$ cat config.mk
export PLATFORM = sky130hd
export DESIGN_NAME = dsrs_cell
export DESIGN_NICKNAME = d
export VERILOG_FILES = /design/src/hw/rtl/dsrs_pkg.sv /design/src/hw/rtl/dsrs_cell.sv
export SDC_FILE = /design/constraint.sdc
export NUM_CORES = 1
export LEC_CHECK = 0
export ABC_CLOCK_PERIOD_IN_PS = 3200
export BUFFER_PORTS_ARGS = -buffer_cell sky130_fd_sc_hd__buf_2
export CAP_MARGIN = 20
export CORE_MARGIN = 4
export CORE_UTILIZATION = 39
export CTS_BUF_LIST = sky130_fd_sc_hd__clkbuf_8
export DETAILED_ROUTE_END_ITERATION = 10
export GPL_TIMING_DRIVEN = 0
export PLACE_DENSITY = 0.75
export SETUP_SLACK_MARGIN = 0.1
export SLEW_MARGIN = 10
export SYNTH_ARGS = -nofsm -noshare
export SYNTH_HDL_FRONTEND = slang
export SYNTH_SLANG_ARGS = --single-unit
$ cat constraint.sdc
create_clock -name clk_i -period 3.2 [get_ports clk_i]
set_input_delay 0.32 -clock clk_i [delete_from_list [all_inputs] [get_ports clk_i]]
set_output_delay 0.32 -clock clk_i [all_outputs]
set_load 0.05 [all_outputs]
$ cat src/hw/rtl/dsrs_pkg.sv
// shared types and constants for the descending stable record sorter
// no dependencies
package dsrs_pkg;

  localparam int unsigned ScoreW = 16;
  localparam int unsigned TagW = 16;
  localparam int unsigned MaxEntriesDef = 64;
  localparam int unsigned ScoreBitsDef = 16;

  typedef struct packed {
    logic [ScoreW-1:0] score;
    logic [TagW-1:0]   tag;
    logic              last;
  } in_t;

  typedef struct packed {
    logic [ScoreW-1:0] score;
    logic [TagW-1:0]   tag;
    logic              last;
    logic              overflow;
  } out_t;

  typedef struct packed {
    logic insert;
    logic shift;
  } cell_ctrl_t;

endpackage

$ cat src/hw/rtl/dsrs_cell.sv
// one cell of the insertion chain: holds a record, compares it with the incoming one
// depends on dsrs_pkg
module dsrs_cell #(
  parameter int unsigned KeyBits = 16
) (
  input  logic                           clk_i,
  input  logic                           rst_ni,
  input  dsrs_pkg::cell_ctrl_t           ctrl_i,
  input  logic [KeyBits-1:0]             new_key_i,
  input  logic [dsrs_pkg::TagW-1:0]      new_tag_i,
  input  logic                           prev_keep_i,
  input  logic                           prev_valid_i,
  input  logic [KeyBits-1:0]             prev_key_i,
  input  logic [dsrs_pkg::TagW-1:0]      prev_tag_i,
  input  logic                           next_valid_i,
  input  logic [KeyBits-1:0]             next_key_i,
  input  logic [dsrs_pkg::TagW-1:0]      next_tag_i,
  output logic                           keep_o,
  output logic                           valid_o,
  output logic [KeyBits-1:0]             key_o,
  output logic [dsrs_pkg::TagW-1:0]      tag_o
);

  logic                      valid_q, valid_d;
  logic [KeyBits-1:0]        key_q, key_d;
  logic [dsrs_pkg::TagW-1:0] tag_q, tag_d;

  // equal scores stay ahead of the newcomer
  assign keep_o = valid_q && (key_q >= new_key_i);

  always_comb begin
    valid_d = valid_q;
    key_d   = key_q;
    tag_d   = tag_q;
    if (ctrl_i.shift) begin
      valid_d = next_valid_i;
      key_d   = next_key_i;
      tag_d   = next_tag_i;
    end else if (ctrl_i.insert && !keep_o) begin
      if (prev_keep_i) begin
        valid_d = 1'b1;
        key_d   = new_key_i;
        tag_d   = new_tag_i;
      end else begin
        valid_d = prev_valid_i;
        key_d   = prev_key_i;
        tag_d   = prev_tag_i;
      end
    end
  end

  always_ff @(posedge clk_i or negedge rst_ni) begin
    if (!rst_ni) begin
      valid_q <= 1'b0;
    end else begin
      valid_q <= valid_d;
    end
  end

  always_ff @(posedge clk_i) begin
    key_q <= key_d;
    tag_q <= tag_d;
  end

  assign valid_o = valid_q;
  assign key_o   = key_q;
  assign tag_o   = tag_q;

endmodule

==> results.cfg <==
[pwr]
p_sw_w = 0.0005173
switching_share_pct = 36.51
ir_drop_v = 0.0002234
p_clk_share_pct = 24.5
cellLeakagePower_nw = 1.555
power.density_nw_per_um2 = 472.2
pwr-share-comb_pct = 35.6
pwr-share-seq_pct = 39.9
intPower_w = 0.0008995

[clock_network]
clock-sinks = 33
cts_tree = yes
clk_path_buf_depth = 2
cts_resized = 0
clk_pin_slew_ns = 0.07
ctsHtreeMaxLevel = 2
numCtsBuffers = 5
cts-root-buf = clkbuf_8
clk-insertion-delay-late_ns = 0.28

[drt]
wl_um = 6023
viasPerCell = 4.842
vias = 2024
drt_pre_antenna_iters = 4
drt_iter0_drc = 43
drtAntennaViolNets = 0
routedWlPerCell_um = 14.41
post-route-drc-count = 0

[placement]
gp_congestion = 0.7041
placed_cell_area_um2 = 2861
dp_hpwl_um = 4825
portBuffers = 134

[synthesis]
syn_nets = 323
yosysUniqueCellTypes = 26
ys_seq_elements = 33
syn_inst = 204
syn_area_um2 = 2088
yosysWarnings = 0
avgSynthCellArea_um2 = 10.24
ys_seq_area_share_pct = 47.21

[worst_setup_path]
cp.arrival_ns = 2.63
end_kind = flop
slowest_stage = a31oi_4
worstPathCellList = ha_1, a211o_1, a31oi_1, o311a_1, o211ai_2, a31oi_4, buf_16
crit_path_max_fanout = 17
cp.required_ns = 3.20
rrSetupSlack_ns = 0.57
cp-start-kind = flop
worstSetupPathType = reg2reg
max_stage_delay_ns = 0.60

[floorplanning]
placementRows = 26
coreArea_um2 = 5140
dieHeight_um = 81.18
initial_core_util_pct = 40.63
die_w_um = 81.18
die-area_um2 = 6589
boundaryPins = 137

[cells_and_area]
drive_above_1_share_pct = 43.39
postLayoutCellArea_um2 = 3000
finalNetCount = 466
n_antenna_cell = 0
area_growth_pct = 43.68

[global_route]
grt_first_pass_wirelength_um = 8873
grt_max_degree = 33
globalRouteOverflowTotal = 0
antenna_found_initial = 0
gr-usage-all-layers_pct = 17.74
grt_pass1_vias = 2084

[sta]
min_period_over_period_pct = 82.28
fmax_mhz = 379.8
fin_hold_ws_ns = 0.3210
rsz0062_at_grt = false
finalCriticalPeriod_ns = 2.633
finalMaxSlewViolations = 0
clock_skew_ns = 0.006943
relSlewSlack_pct = 56.31
hold_viol = 0
tightest_slew_ns = 0.6554
setup_viol_count_final = 0
setup_tns_ns = 0

[flow_run]
max-cap-violations = 0

[min_path]
hold_class = in2reg

[outcome]
outcome = finished clean
cells in the mapped netlist, drive strengths merged:
library cell / n / area, µm²
nand2: 35 / 131.4
o21ai: 35 / 175.2
edfxtp: 32 / 960.9
mux2i: 32 / 320.3
inv: 17 / 63.81
ha: 16 / 200.2
clkbuf: 7 / 36.28
nor2: 5 / 18.77
a21oi: 4 / 20.02
buf: 4 / 20.02
a31oi: 2 / 12.51
nand3: 2 / 10.01
nand4: 2 / 12.51
nor3: 2 / 15.01
a211o: 1 / 8.760
a21o: 1 / 7.510
a31o: 1 / 8.760
and2: 1 / 6.260
dfrtp: 1 / 25.02
nand2b: 1 / 6.260
nor2b: 1 / 6.260
o211ai: 1 / 12.51
o311a: 1 / 10.01
per-layer routing:
metal  share of wire, %  vias up  global-route usage [%]
li1                   -     1016                       -
met1                 39      895                   17.97
met2                 50       98                   33.83
met3                8.4       15                   4.878
met4                2.8        0                   7.264
met5                  0        -                       0
final timing paths:
| check | endpoint | from | cells past startpoint |
|---|---|---|---|
| max in group asynchronous | valid_o | rst_ni | 2 |
| worst max-delay path | tag_o[3] | key_o[2] | 7 |
| min in group asynchronous | valid_o | rst_ni | 2 |
| worst max register to register | tag_o[3] | key_o[2] | 7 |
| worst min register to register | valid_o | valid_o | 1 |
| worst min-delay path | tag_o[14] | next_tag_i[14] | 3 |
worst max-delay path: cells and delay by family (launching register included):
family / cells / cell delay (ns)
AO/OA/AOI/OAI: 5 / 1.40
flip-flops: 1 / 0.40
adder cells (fa/ha/maj): 1 / 0.32
buffers and inverters: 1 / 0.23
layout make-up:
cell class / instances / area, µm²
plain buffers: 11 / 56.30
clock buffers: 7 / 96.34
clock inverters: 1 / 5.005
fillers: 471 / 2140
inverters: 17 / 63.81
multi-input cells: 143 / 997.2
flip-flops and latches: 33 / 985.9
well taps: 70 / 87.58
repair buffers: 136 / 708.2
timing repair:
item	in CTS	in global routing
buffers inserted	0	0
endpoints found under the hold margin	1	0
hold buffers	1	0
cells by family (layout without fill, tap and decap cells):
logic type	count (synthesis)	in the layout	synth area share, %
buf+inv	28	172	5.752
simple gates	49	49	9.887
compound gates	46	46	12.22
mux	32	32	15.34
flops	33	33	47.21
fa+ha+maj	16	16	9.586
power groups by stage:
stage | clock network (W) | logic, W | registers, W
after floorplan | 0 | 0.000154 | 0.000763
after global placement | 0 | 0.000488 | 0.000573
after detailed placement | 0 | 0.000500 | 0.000576
after CTS | 0.000358 | 0.000501 | 0.000567
after global routing | 0.000373 | 0.000543 | 0.000571
final | 0.000347 | 0.000504 | 0.000566
cells in the final DEF, fill, tap and decap left out:
cell,instances
buf_2,138
nand2_1,35
mux2i_1,32
edfxtp_1,32
o21ai_1,30
inv_1,17
ha_1,16
clkbuf_8,8
clkbuf_1,6
nor2_1,5
o21ai_0,5
a21oi_1,4
nand4_1,2
nand3_1,2
nand2b_1,1
a211o_1,1
a31oi_1,1
a21o_1,1
o311a_1,1
nor2b_1,1
nor3_1,1
nor3_2,1
o211ai_2,1
and2_1,1
a31oi_4,1
a31o_1,1
clkinv_2,1
dlygate4sd3_1,1
buf_16,1
dfrtp_1,1
through the flow:
stage | std cells | setup WS [ns] | util, % | power, W
detailed placement | 408 | 0.2280 | 55.67 | 0.001075
global placement | 408 | 0.3056 | 55.67 | 0.001061
floorplan | 204 | 0.4691 | - | 0.0009168
global route | 418 | 0.4129 | 58.37 | 0.001488
CTS | 417 | 0.2903 | 57.84 | 0.001426
finish | 418 | 0.5672 | 58.37 | 0.001417
sequential cells by signal, indices dropped and copies added (netlist names):
signal and cells:
key_o 16, tag_o 16, valid_o 1
No activity file was read; power rests on OpenSTA's default activity.
